[src/design/drfl_pkg.sv]
package drfl_pkg;

  localparam int unsigned TableDepth = 2048;
  localparam int unsigned IdxW       = $clog2(TableDepth);
  localparam int unsigned CntW       = IdxW + 1;
  localparam int unsigned KeyW       = 64;
  localparam int unsigned RateW      = 48;
  localparam int unsigned ProdW      = 63;
  localparam int unsigned LimitW     = 31;
  localparam logic [LimitW-1:0] LimitReset = 31'd65536000;

  localparam logic [2:0] StOk      = 3'd0;
  localparam logic [2:0] StBadDate = 3'd1;
  localparam logic [2:0] StNeg     = 3'd2;
  localparam logic [2:0] StBig     = 3'd3;
  localparam logic [2:0] StNoRate  = 3'd4;
  localparam logic [2:0] StLoaded  = 3'd5;
  localparam logic [2:0] StFull    = 3'd6;

  localparam logic OpLoad  = 1'b0;
  localparam logic OpQuery = 1'b1;

  typedef struct packed {
    logic        op;
    logic [3:0]  date_length;
    logic [31:0] year_text;
    logic [7:0]  first_dash;
    logic [15:0] month_text;
    logic [7:0]  second_dash;
    logic [15:0] day_text;
    logic signed [31:0] amount;
    logic [47:0] rate_value;
  } in_item_t;

  typedef struct packed {
    logic [2:0]       status;
    logic [ProdW-1:0] product;
  } out_item_t;

  // controller to datapath
  typedef struct packed {
    logic capture;     // latch the input item
    logic search_init; // lo=0, hi=count
    logic probe;       // issue read of key[mid]
    logic step;        // update lo/hi from key read
    logic rd_prev;     // read entry lo-1
    logic shift_rd;    // read entry at shift pointer-1
    logic shift_wr;    // write it at shift pointer, decrement
    logic ins_wr;      // write new entry at lo, bump count
    logic ovr_wr;      // overwrite rate at lo-1
    logic mul_lo;      // first partial product
    logic mul_hi;      // second partial product
    logic set_res;     // build result from status code
    logic [2:0] res_status;
  } ctrl_t;

  // datapath to controller
  typedef struct packed {
    logic is_query;
    logic date_ok;
    logic amt_neg;
    logic amt_big;
    logic search_done; // lo == hi
    logic pos_zero;    // lo == 0
    logic key_match;   // key[lo-1] == query key
    logic full;
    logic shift_done;  // shift pointer == lo
  } stat_t;

  function automatic logic [3:0] dig(input logic [7:0] c);
    logic [7:0] t;
    t = c - 8'h30;
    return t[3:0];
  endfunction

  function automatic logic is_dig(input logic [7:0] c);
    return (c >= 8'h30) && (c <= 8'h39);
  endfunction

endpackage

[src/design/drfl_ctrl.sv]
module drfl_ctrl import drfl_pkg::*; (
  input  logic  clk_i,
  input  logic  rst_ni,
  input  logic  in_valid_i,
  output logic  in_ready_o,
  output logic  out_valid_o,
  input  logic  out_ready_i,
  input  stat_t stat_i,
  output ctrl_t ctrl_o
);
  typedef enum logic [3:0] {
    SIdle, SCheck, SProbe, SStep, SPrev, SPrevW, SDecide,
    SShRd, SShWr, SMul1, SMul2, SOut
  } state_e;

  state_e state_q;
  logic   out_valid_q;

  assign in_ready_o  = (state_q == SIdle);
  assign out_valid_o = out_valid_q;

  always_comb begin
    ctrl_o = '0;
    ctrl_o.res_status = StOk;
    case (state_q)
      SIdle:  ctrl_o.capture = in_valid_i;
      SCheck: begin
        ctrl_o.search_init = 1'b1;
        if (stat_i.is_query) begin
          ctrl_o.set_res = 1'b1;
          if (!stat_i.date_ok) ctrl_o.res_status = StBadDate;
          else if (stat_i.amt_neg) ctrl_o.res_status = StNeg;
          else if (stat_i.amt_big) ctrl_o.res_status = StBig;
        end
      end
      SProbe: ctrl_o.probe = 1'b1;
      SStep:  ctrl_o.step = 1'b1;
      SPrev:  ctrl_o.rd_prev = 1'b1;
      SDecide: begin
        if (stat_i.is_query) begin
          if (stat_i.pos_zero) begin
            ctrl_o.set_res = 1'b1; ctrl_o.res_status = StNoRate;
          end
        end else if (!stat_i.pos_zero && stat_i.key_match) begin
          ctrl_o.ovr_wr = 1'b1; ctrl_o.set_res = 1'b1; ctrl_o.res_status = StLoaded;
        end else if (stat_i.full) begin
          ctrl_o.set_res = 1'b1; ctrl_o.res_status = StFull;
        end else if (stat_i.shift_done) begin
          ctrl_o.ins_wr = 1'b1; ctrl_o.set_res = 1'b1; ctrl_o.res_status = StLoaded;
        end
      end
      SShRd: begin
        if (stat_i.shift_done) begin
          ctrl_o.ins_wr = 1'b1; ctrl_o.set_res = 1'b1; ctrl_o.res_status = StLoaded;
        end else ctrl_o.shift_rd = 1'b1;
      end
      SShWr:  ctrl_o.shift_wr = 1'b1;
      SMul1:  ctrl_o.mul_lo = 1'b1;
      SMul2:  ctrl_o.mul_hi = 1'b1;
      default: ;
    endcase
  end

  always_ff @(posedge clk_i or negedge rst_ni) begin
    if (!rst_ni) begin
      state_q     <= SIdle;
      out_valid_q <= 1'b0;
    end else begin
      case (state_q)
        SIdle: if (in_valid_i) state_q <= SCheck;
        SCheck: begin
          if (stat_i.is_query && (!stat_i.date_ok || stat_i.amt_neg || stat_i.amt_big)) begin
            state_q <= SOut; out_valid_q <= 1'b1;
          end else state_q <= SProbe;
        end
        // probe reads key[mid]; an empty interval ends the search
        SProbe: state_q <= stat_i.search_done ? SPrev : SStep;
        SStep:  state_q <= SProbe;
        SPrev:  state_q <= SPrevW;
        SPrevW: state_q <= SDecide;
        SDecide: begin
          if (stat_i.is_query) begin
            if (stat_i.pos_zero) begin
              state_q <= SOut; out_valid_q <= 1'b1;
            end else state_q <= SMul1;
          end else if ((!stat_i.pos_zero && stat_i.key_match) || stat_i.full ||
                       stat_i.shift_done) begin
            state_q <= SOut; out_valid_q <= 1'b1;
          end else state_q <= SShRd;
        end
        SShRd: begin
          if (stat_i.shift_done) begin
            state_q <= SOut; out_valid_q <= 1'b1;
          end else state_q <= SShWr;
        end
        SShWr: state_q <= SShRd;
        SMul1: state_q <= SMul2;
        SMul2: begin
          state_q <= SOut; out_valid_q <= 1'b1;
        end
        SOut: if (out_ready_i) begin
          state_q <= SIdle; out_valid_q <= 1'b0;
        end
        default: state_q <= SIdle;
      endcase
    end
  end
endmodule

[config.mk]
export PLATFORM = sky130hd
export DESIGN_NAME = drfl_ctrl
export DESIGN_NICKNAME = d
export VERILOG_FILES = /design/src/design/drfl_pkg.sv /design/src/design/drfl_ctrl.sv
export SDC_FILE = /design/constraint.sdc
export NUM_CORES = 1
export LEC_CHECK = 0
export ABC_AREA = 0
export BUFFER_PORTS_ARGS = -buffer_cell sky130_fd_sc_hd__buf_2
export CELL_PAD_IN_SITES_DETAIL_PLACEMENT = 0
export CELL_PAD_IN_SITES_GLOBAL_PLACEMENT = 1
export CORE_MARGIN = 1
export CORE_UTILIZATION = 33
export DETAILED_ROUTE_END_ITERATION = 8
export GPL_TIMING_DRIVEN = 0
export PLACE_DENSITY_LB_ADDON = 0.1
export SLEW_MARGIN = 10
export SYNTH_ARGS = -nofsm -noshare
export SYNTH_HDL_FRONTEND = slang
export SYNTH_SLANG_ARGS = --single-unit
[constraint.sdc]
create_clock -name clk_i -period 1.92 [get_ports clk_i]
set_input_delay 0 -clock clk_i [delete_from_list [all_inputs] [get_ports clk_i]]
set_output_delay 0 -clock clk_i [all_outputs]
set_load 0.005 [all_outputs]
==> metrics.yaml, run 1 <==
synth_top_family_by_area: "simple AND/OR/NAND/NOR gates"
portBuffers: 29
cp_slowest_cell: "dfrtp_1"
first_pass_iters: 4
tns_ns: 0
syn_inst: 88
wl_met2_um: 856
final_antenna_net_count: 0
skew_ns: 0.00488
synth_edf_count: 0
clock-sinks: 5
die_w_um: 46.3
cts_tree: "built"
drv_slew: 0
drc_errors: 0
drtIter0Drc: 11
detail_route.wl_per_cell_um: 13.0
antenna_cells: 0
dp_cells: 142
via_per_inst: 5.24
setup_viol: 0
synthAdderAreaFrac: 0
synth_area_um2: 647
grt-ovfl-total: 0
worst_pin_slew_ns: 0.330
yosysTopAreaCell: "dfrtp_1"
finalHoldViolations: 0
synth_fp_nets: 101
fillers: 203
synth-simple-area-share: 0.441
ys_seq_area_frac: 0.193
final_cell_count_no_fill: 148
top_layer_used: "met3"
rsz0062_at_grt: "no"
whs_path_depth: 3
whs_endpoint: "state_q[0]"
antenna_found_initial: 0
clockBufferDepth: 2
critPathMaxFanout: 10
root_buffer: "clkbuf_4"
grt_use_total: 0.202
cp.buffers_inverters: 2
rr_endpoint: "state_q[0]"
synth_common_cells: "9 x nor3_1, 8 x nor2_1, 6 x nand2b_1"
via_count: 776
max_clock_freq_ghz: 0.606
clk_pin_slew_ns: 0.05
cts.htree.levels: 1
status: "finished clean"
cpPeakStageDelay_ns: 0.43
critPathKind: "flop to output port"
arrival_ns: 1.65
cp_top_family: "flip-flops"
r2r_slack_ns: 0.48
ys_ff_latch: 5
yosysTopAreaCellShare: 0.193
numCtsBuffers: 3
nets: 137
area_delta_synth_final_pct: 34.6
reg2regPathDepth: 4
synth_ff_type: "dfrtp_1"
grt_pass1_wl_mm: 3.05
crit_chain: "buf_4 -> and4bb_2 -> a21oi_1 -> o31ai_1 -> buf_2"
place_congestion: 0.816
fin_crit_sh: 0.860
max-vdd-ir-drop_mv: 0.646
powerDensity_nw_per_um2: 1240
rows: 15
hold_path.startpoint: "in_valid_i"
slew_headroom: 0.778
synthTopCellsByArea: "dfrtp_1 19%, nor3_1 7.0%, nand2b_1 5.8%"
maxCapViolCount: 0
start_kind: "flop"
syn_area_per_cell_um2: 7.35
synthArstFlopShare: 1.00
endpoint_kind: "output port"
drive_gt1_frac: 0.358
grt_max_degree: 11
synth-xor-area-share: 0.0135
clock_latency_ns: 0.25
grt_pass1_vias: 652
die-area_um2: 2140
initial_core_util: 0.363
yosysMostFrequentCell: "nor3_1"
dp_hpwl_mm: 1.47
synth.distinct_cells: 36
die_y_um: 46.3
yosysWarnings: 0
hold_class: "primary input to flop"
r2r_start: "state_q[3]"
wl_met3_um: 103
ios: 30
wl_mm: 1.93
met1_length_um: 965
critPathRequiredTime_ns: 1.92
core_area_um2: 1780
muxShareOfSynthArea: 0
leakage_nw: 0.428
synth_compound_area_frac: 0.288
final.min_clock_period_ns: 1.65
==> how the worst max path moves through the flow <==
stage	depth (start not counted)	to	slack, ns	start
2_1_floorplan	4	state_q[0]	0.64	state_q[3]
3_3_place_gp	4	state_q[0]	0.45	state_q[2]
3_5_place_dp	4	state_q[0]	0.47	state_q[3]
4_1_cts	5	ctrl_o[3]	0.26	state_q[3]
5_1_grt	5	ctrl_o[3]	0.15	state_q[3]
6_report	5	ctrl_o[3]	0.27	state_q[3]
==> flip-flops by register name, indices dropped and copies added (netlist names) <==
name,flops
state_q,4
out_valid_o,1
==> logic make-up (layout without fill, tap and decap cells) <==
group	count (synthesis)	after routing
AOI/OAI and AO/OA	25	25
xor gates and xnor gates	1	1
buffers and inverters	9	44
DFF	5	5
and+or+nand+nor	48	48
==> through the flow <==
stage	util	instance area, µm²	setup slack (ns)	total power, mW	hold WS [ns]
floorplan	-	647	0.645	0.728	-0.296
global placement	0.462	823	0.451	0.954	-0.187
detailed placement	0.462	823	0.474	0.950	-0.183
CTS	0.488	871	0.259	1.09	0.0776
global route	0.488	871	0.154	1.18	0.0941
finish	0.488	871	0.269	1.08	0.0778
==> tightest hold or removal path, delay by kind of cell <==
family / cells / cell delay [ns]
AO/OA/AOI/OAI: 2 / 0.19
buffers and inverters: 1 / 0.08
==> layout make-up <==
type	count	area, µm²	area share
plain buffers	4	22.5	0.0259
clock buffers	3	22.5	0.0259
clock inverters	1	5.00	0.00575
inverters	5	18.8	0.0216
multi-input cells	74	480	0.552
flip-flops and latches	5	125	0.144
well taps	25	31.3	0.0359
repair buffers	31	165	0.190
==> cell usage in the layout, fill, tap and decap left out, types with 4 or more instances in the layout <==
| master | synthesis | layout |
|---|---|---|
| a21oi_1 | 5 | 5 |
| nor2_1 | 8 | 8 |
| nor3_1 | 9 | 9 |
| o21ai_0 | 4 | 4 |
| inv_1 | 5 | 5 |
| dfrtp_1 | 5 | 5 |
| nand2b_1 | 6 | 6 |
| nand2_1 | 5 | 5 |
| buf_2 | 3 | 32 |
==> where the power goes <==
group | internal [mW] | switching, mW | leakage (nW)
sequential | 0.149 | 0.0555 | 0.0590
clock | 0.0758 | 0.0509 | 0.0177
combinational | 0.328 | 0.419 | 0.352
==> routing by layer <==
layer | GRT usage | vias up
met3 | 0.0471 | 0
li1 | - | 398
met1 | 0.293 | 351
met2 | 0.304 | 27
met5 | 0 | -
met4 | 0.0353 | 0
==> what timing repair did <==
item                                   in CTS  in global routing
gates resized for setup                     0                  0
hold buffers                                2                  0
buffers inserted                            0                  0
endpoints found under the hold margin       6                  0
Power figures use the tool's default switching activity.
==> inputs of run 2 (changes only) <==
--- a/config.mk
+++ b/config.mk
@@ -7,10 +7,10 @@
 export LEC_CHECK = 0
 export ABC_AREA = 0
 export BUFFER_PORTS_ARGS = -buffer_cell sky130_fd_sc_hd__buf_2
-export CELL_PAD_IN_SITES_DETAIL_PLACEMENT = 0
-export CELL_PAD_IN_SITES_GLOBAL_PLACEMENT = 1
+export CELL_PAD_IN_SITES_DETAIL_PLACEMENT = 1
+export CELL_PAD_IN_SITES_GLOBAL_PLACEMENT = 2
 export CORE_MARGIN = 1
-export CORE_UTILIZATION = 33
+export CORE_UTILIZATION = 25
 export DETAILED_ROUTE_END_ITERATION = 8
 export GPL_TIMING_DRIVEN = 0
 export PLACE_DENSITY_LB_ADDON = 0.1
==> run 2 against run 1 <==
Compared with the run above: clock power about the same; sequential power about the same; clock skew down 0.0018 ns; first-iteration DRC count down 27%; wire length rose by 13%; global-route usage shrank 2.8 points; register-to-register slack worse by 0.05 ns; combinational power up 3.2%; fmax shrank 0.62%.
==> metrics.yaml, run 2 (synthesized netlist as in run 1, its figures left out) <==
status: "finished clean"
place_congestion: 0.815  # -0.12%
powerDensity_nw_per_um2: 1270  # +2.9%
critPathMaxFanout: 10  # unchanged
via_count: 798  # +2.8%
drive_gt1_frac: 0.352  # -0.00526
arrival_ns: 1.66  # about the same
clock_latency_ns: 0.25  # about the same
worst_pin_slew_ns: 0.322  # -0.00759 ns
start_kind: "flop"
drtIter0Drc: 8  # -3
setup_viol: 0  # unchanged
place_ws_ns: 0.444  # -0.0301 ns
grt_pass1_wl_mm: 3.51  # +15%
max-vdd-ir-drop_mv: 0.558  # -14%
die-area_um2: 2790  # +31%
tns_ns: 0  # unchanged
max_clock_freq_ghz: 0.602  # -0.62%
area_delta_synth_final_pct: 33.8
setup_slack_ns: 0.259  # -0.0103 ns
fin_crit_sh: 0.865  # +0.00534
final_common_cell: "buf_2"
final_cell_mix: "32 x buf_2, 9 x nor3_1, 8 x nor2_1"
root_buffer: "clkbuf_4"
fillers: 330  # +63%
die_w_um: 52.9  # +14%
antenna_found_initial: 0  # unchanged
critPathRequiredTime_ns: 1.92  # about the same
finalHoldViolations: 0  # unchanged
maxCapViolCount: 0  # unchanged
rows: 18  # +3
hold_class: "primary input to flop"
initial_core_util: 0.264  # -0.0993
dp_hpwl_mm: 1.70  # +16%
post_cts_buffers: 0  # unchanged
cts.htree.levels: 1  # unchanged
detail_route.wl_per_cell_um: 14.3  # +10%
r2r_slack_ns: 0.43  # -0.05 ns
grt_pass1_vias: 729  # +12%
critPathKind: "flop to output port"
grt-ovfl-total: 0  # unchanged
core_area_um2: 2450  # +38%
wl_mm: 2.18  # +13%
first_pass_iters: 4  # unchanged
cts_tree: "built"
drv_slew: 0  # unchanged
numCtsBuffers: 3  # unchanged
antenna_cells: 0  # unchanged
clock-sinks: 5  # unchanged
largest_reg_flops: 4  # unchanged
fin_area_um2: 866  # -0.57%
ios: 30  # unchanged
regMostFlops: "state_q"
endpoint_kind: "output port"
die_y_um: 52.9  # +14%
final_antenna_net_count: 0  # unchanged
leakage_nw: 0.421  # -1.6%
drc_errors: 0  # unchanged
grt_max_degree: 11  # unchanged
skew_ns: 0.00307  # -0.00181 ns
dpl_cell_area_um2: 830  # +0.76%
nets: 136  # -0.73%
rsz0062_at_grt: "no"
final.min_clock_period_ns: 1.66  # +0.0103 ns
clk_pin_slew_ns: 0.04  # about the same
clockBufferDepth: 2  # unchanged
via_per_inst: 5.25  # +0.13%
ctsResizeCount: 0  # unchanged
slew_headroom: 0.783  # +0.00510
grt_use_total: 0.175  # -0.0276
portBuffers: 29  # unchanged
run 2: area by class of cell:
type	instances	area (µm²)	share of cell area
multi-input combinational	74	480	0.555
timing repair buffer	30	155	0.179
sequential	5	125	0.145
tap	30	37.5	0.0434
clock buffer	4	26.3	0.0303
buffer	4	22.5	0.0260
inverter	5	18.8	0.0217
run 2: what timing repair did:
item                                    in CTS  in global routing
endpoints found under the hold margin        5                  0
endpoints found under the setup margin       0                  0
hold buffers                                 1                  0
run 2: final timing paths:
kind,start,endpoint,cells after the start
setup / recovery,state_q[3],ctrl_o[3],5
hold / removal,out_ready_i,state_q[0],2
setup reg to reg,state_q[2],state_q[0],4
hold reg to reg,out_valid_o,out_valid_o,2
max in group asynchronous,rst_ni,state_q[3],2
min in group asynchronous,rst_ni,out_valid_o,2
run 2: metal layers:
metal  part of all wire  wire [µm]  global-route usage  vias up
met5                  0          0                   0        -
met4             0.0078         17              0.0351        0
met3              0.044         95              0.0431        2
met2               0.46        997               0.264       22
met1               0.49       1070               0.247      382
li1                   -          -                   -      392
run 2: critical path, stage by stage, from the launching register on:
cell and delay, ns:
dfrtp_1 0.43, buf_4 0.20, and4bb_2 0.31, a21oi_1 0.09
o31ai_1 0.23, buf_2 0.14
run 2: stage by stage:
step | hold slack, ns | util | std cells | power [mW]
global placement | -0.187 | 0.338 | 147 | 0.980
detailed placement | -0.181 | 0.338 | 147 | 0.973
global route | 0.00846 | 0.353 | 152 | 1.21
CTS | 0.0156 | 0.353 | 152 | 1.11
finish | 0.0126 | 0.353 | 152 | 1.10
floorplan | -0.296 | - | 88 | 0.728
run 2: report_power, final:
| part | leakage, nW | switching [mW] | internal [mW] |
|---|---|---|---|
| registers | 0.0590 | 0.0546 | 0.149 |
| logic | 0.347 | 0.445 | 0.327 |
| clock network | 0.0150 | 0.0486 | 0.0789 |
==> inputs of run 3 (changes only) <==
--- a/config.mk
+++ b/config.mk
@@ -13,6 +13,7 @@
 export CORE_UTILIZATION = 25
 export DETAILED_ROUTE_END_ITERATION = 8
 export GPL_TIMING_DRIVEN = 0
+export HOLD_SLACK_MARGIN = 0.08
 export PLACE_DENSITY_LB_ADDON = 0.1
 export SLEW_MARGIN = 10
 export SYNTH_ARGS = -nofsm -noshare
==> run 3 against run 2 <==
Compared with the run above: cell area increased by 2.3%; total power increased by 0.32%; sequential power about the same; register-to-register slack about the same; clock skew about the same; combinational power increased by 0.5%; first-iteration DRC count decreased by 13%; wire length increased by 0.32%; via count increased by 1.6%; setup slack improved by 0.0011 ns; global-route usage unchanged.
==> metrics.yaml, run 3 (synthesized netlist as in run 1, its figures left out) <==
final_cell_mix: "32 x buf_2, 9 x nor3_1, 8 x nor2_1"
arrival_ns: 1.66  # about the same
worst_pin_slew_ns: 0.322  # unchanged
place_congestion: 0.815  # unchanged
rsz0062_at_grt: "no"
die_y_um: 52.9  # unchanged
antenna_cells: 0  # unchanged
skew_ns: 0.00307  # -0.000000140 ns
cts.htree.levels: 1  # unchanged
detail_route.wl_per_cell_um: 14.2  # -0.98%
final_antenna_net_count: 0  # unchanged
maxCapViolCount: 0  # unchanged
finalHoldViolations: 0  # unchanged
grt-ovfl-total: 0  # unchanged
die-area_um2: 2790  # unchanged
grt_pass1_wl_mm: 3.51  # unchanged
cpPeakStageDelay_ns: 0.43  # about the same
endpoint_kind: "output port"
critPathRequiredTime_ns: 1.92  # about the same
rows: 18  # unchanged
clock_latency_ns: 0.25  # about the same
grt_max_degree: 11  # unchanged
root_buffer: "clkbuf_4"
first_pass_iters: 4  # unchanged
fin_util: 0.361  # +0.00816
leakage_nw: 0.430  # +2.0%
powerDensity_nw_per_um2: 1250  # -1.9%
cp_slowest_cell: "dfrtp_1"
via_count: 811  # +1.6%
ctsResizeCount: 0  # unchanged
wl_mm: 2.19  # +0.32%
hold_class: "primary input to asynchronous set/reset pin"
critPathKind: "flop to output port"
drv_slew: 0  # unchanged
core_area_um2: 2450  # unchanged
ios: 30  # unchanged
largest_reg_flops: 4  # unchanged
setup_viol: 0  # unchanged
critPathMaxFanout: 10  # unchanged
initial_core_util: 0.264  # unchanged
drc_errors: 0  # unchanged
drive_gt1_frac: 0.347  # -0.00568
clockBufferDepth: 2  # unchanged
grt_use_total: 0.175  # unchanged
antenna_found_initial: 0  # unchanged
clock-sinks: 5  # unchanged
via_per_inst: 5.27  # +0.31%
fin_crit_sh: 0.865  # about the same
final_common_cell: "buf_2"
numCtsBuffers: 3  # unchanged
post_cts_buffers: 0  # unchanged
cts_tree: "built"
dp_hpwl_mm: 1.70  # unchanged
cp-startpoint: "state_q[3]"
r2r_start: "state_q[2]"
drtIter0Drc: 7  # -1
area_delta_synth_final_pct: 36.9
slew_headroom: 0.783  # unchanged
start_kind: "flop"
nets: 138  # +1.5%
final.min_clock_period_ns: 1.66  # -0.00107 ns
grt_pass1_vias: 731  # +0.27%
status: "finished clean"
tns_ns: 0  # unchanged
portBuffers: 29  # unchanged
regMostFlops: "state_q"
max-vdd-ir-drop_mv: 0.566  # +1.6%
die_w_um: 52.9  # unchanged
crit_chain: "buf_4 -> and4bb_2 -> a21oi_1 -> o31ai_1 -> buf_2"
clk_pin_slew_ns: 0.05  # about the same
max_clock_freq_ghz: 0.602  # about the same
fin_hold_ws_ns: 0.0887  # +0.0761 ns
## run 3: changes by cell type in the layout (fill, tap and decap cells not counted)
cell and change:
dlygate4sd3_1 +2
## run 3: path summary, 6_finish.rpt
kind	to	slack (ns)	cells past startpoint
setup / recovery	ctrl_o[3]	0.26	5
hold / removal	out_valid_o	0.09	2
setup reg to reg	state_q[0]	0.43	4
hold reg to reg	out_valid_o	0.55	2
max in group asynchronous	state_q[3]	1.70	2
min in group clk_i	state_q[2]	0.16	3
## run 3: worst max-delay path: cells and delay by family, from the launching register on
kind,cells,cell delay (ns)
compound gates,2,0.32
simple gates,1,0.31
flops,1,0.43
buf+inv,2,0.34
## run 3: report_power, final
part	internal (mW)	leakage (nW)	switching (mW)	total, mW
combinational	0.330	0.356	0.446	0.776
clock	0.0789	0.0150	0.0485	0.127
sequential	0.149	0.0590	0.0545	0.204
## run 3: area by class of cell
| class | instances | area (µm²) |
|---|---|---|
| plain buffers | 4 | 22.5 |
| fillers | 328 | 1570 |
| multi-input cells | 74 | 480 |
| repair buffers | 32 | 175 |
| clock buffers | 4 | 26.3 |
| flip-flops and latches | 5 | 125 |
| inverters | 5 | 18.8 |
| well taps | 30 | 37.5 |
## run 3: layer usage
layer | GRT usage | routed length (µm) | up-vias
met2 | 0.264 | 999 | 24
met5 | 0 | 0 | -
met3 | 0.0431 | 98 | 2
met4 | 0.0351 | 17 | 0
li1 | - | - | 397
met1 | 0.247 | 1070 | 388
## run 3: repair_timing
action                                  CTS  global route
hold endpoints to repair                  6             0
hold buffers                              3             0
endpoints found under the setup margin    0             0
## run 3: per-stage QoR
stage | cells | area, µm² | setup slack (ns) | power [mW]
floorplan | 88 | 647 | 0.645 | 0.728
global placement | 147 | 830 | 0.398 | 0.980
detailed placement | 147 | 830 | 0.444 | 0.973
CTS | 154 | 886 | 0.252 | 1.11
global route | 154 | 886 | 0.144 | 1.21
finish | 154 | 886 | 0.260 | 1.11
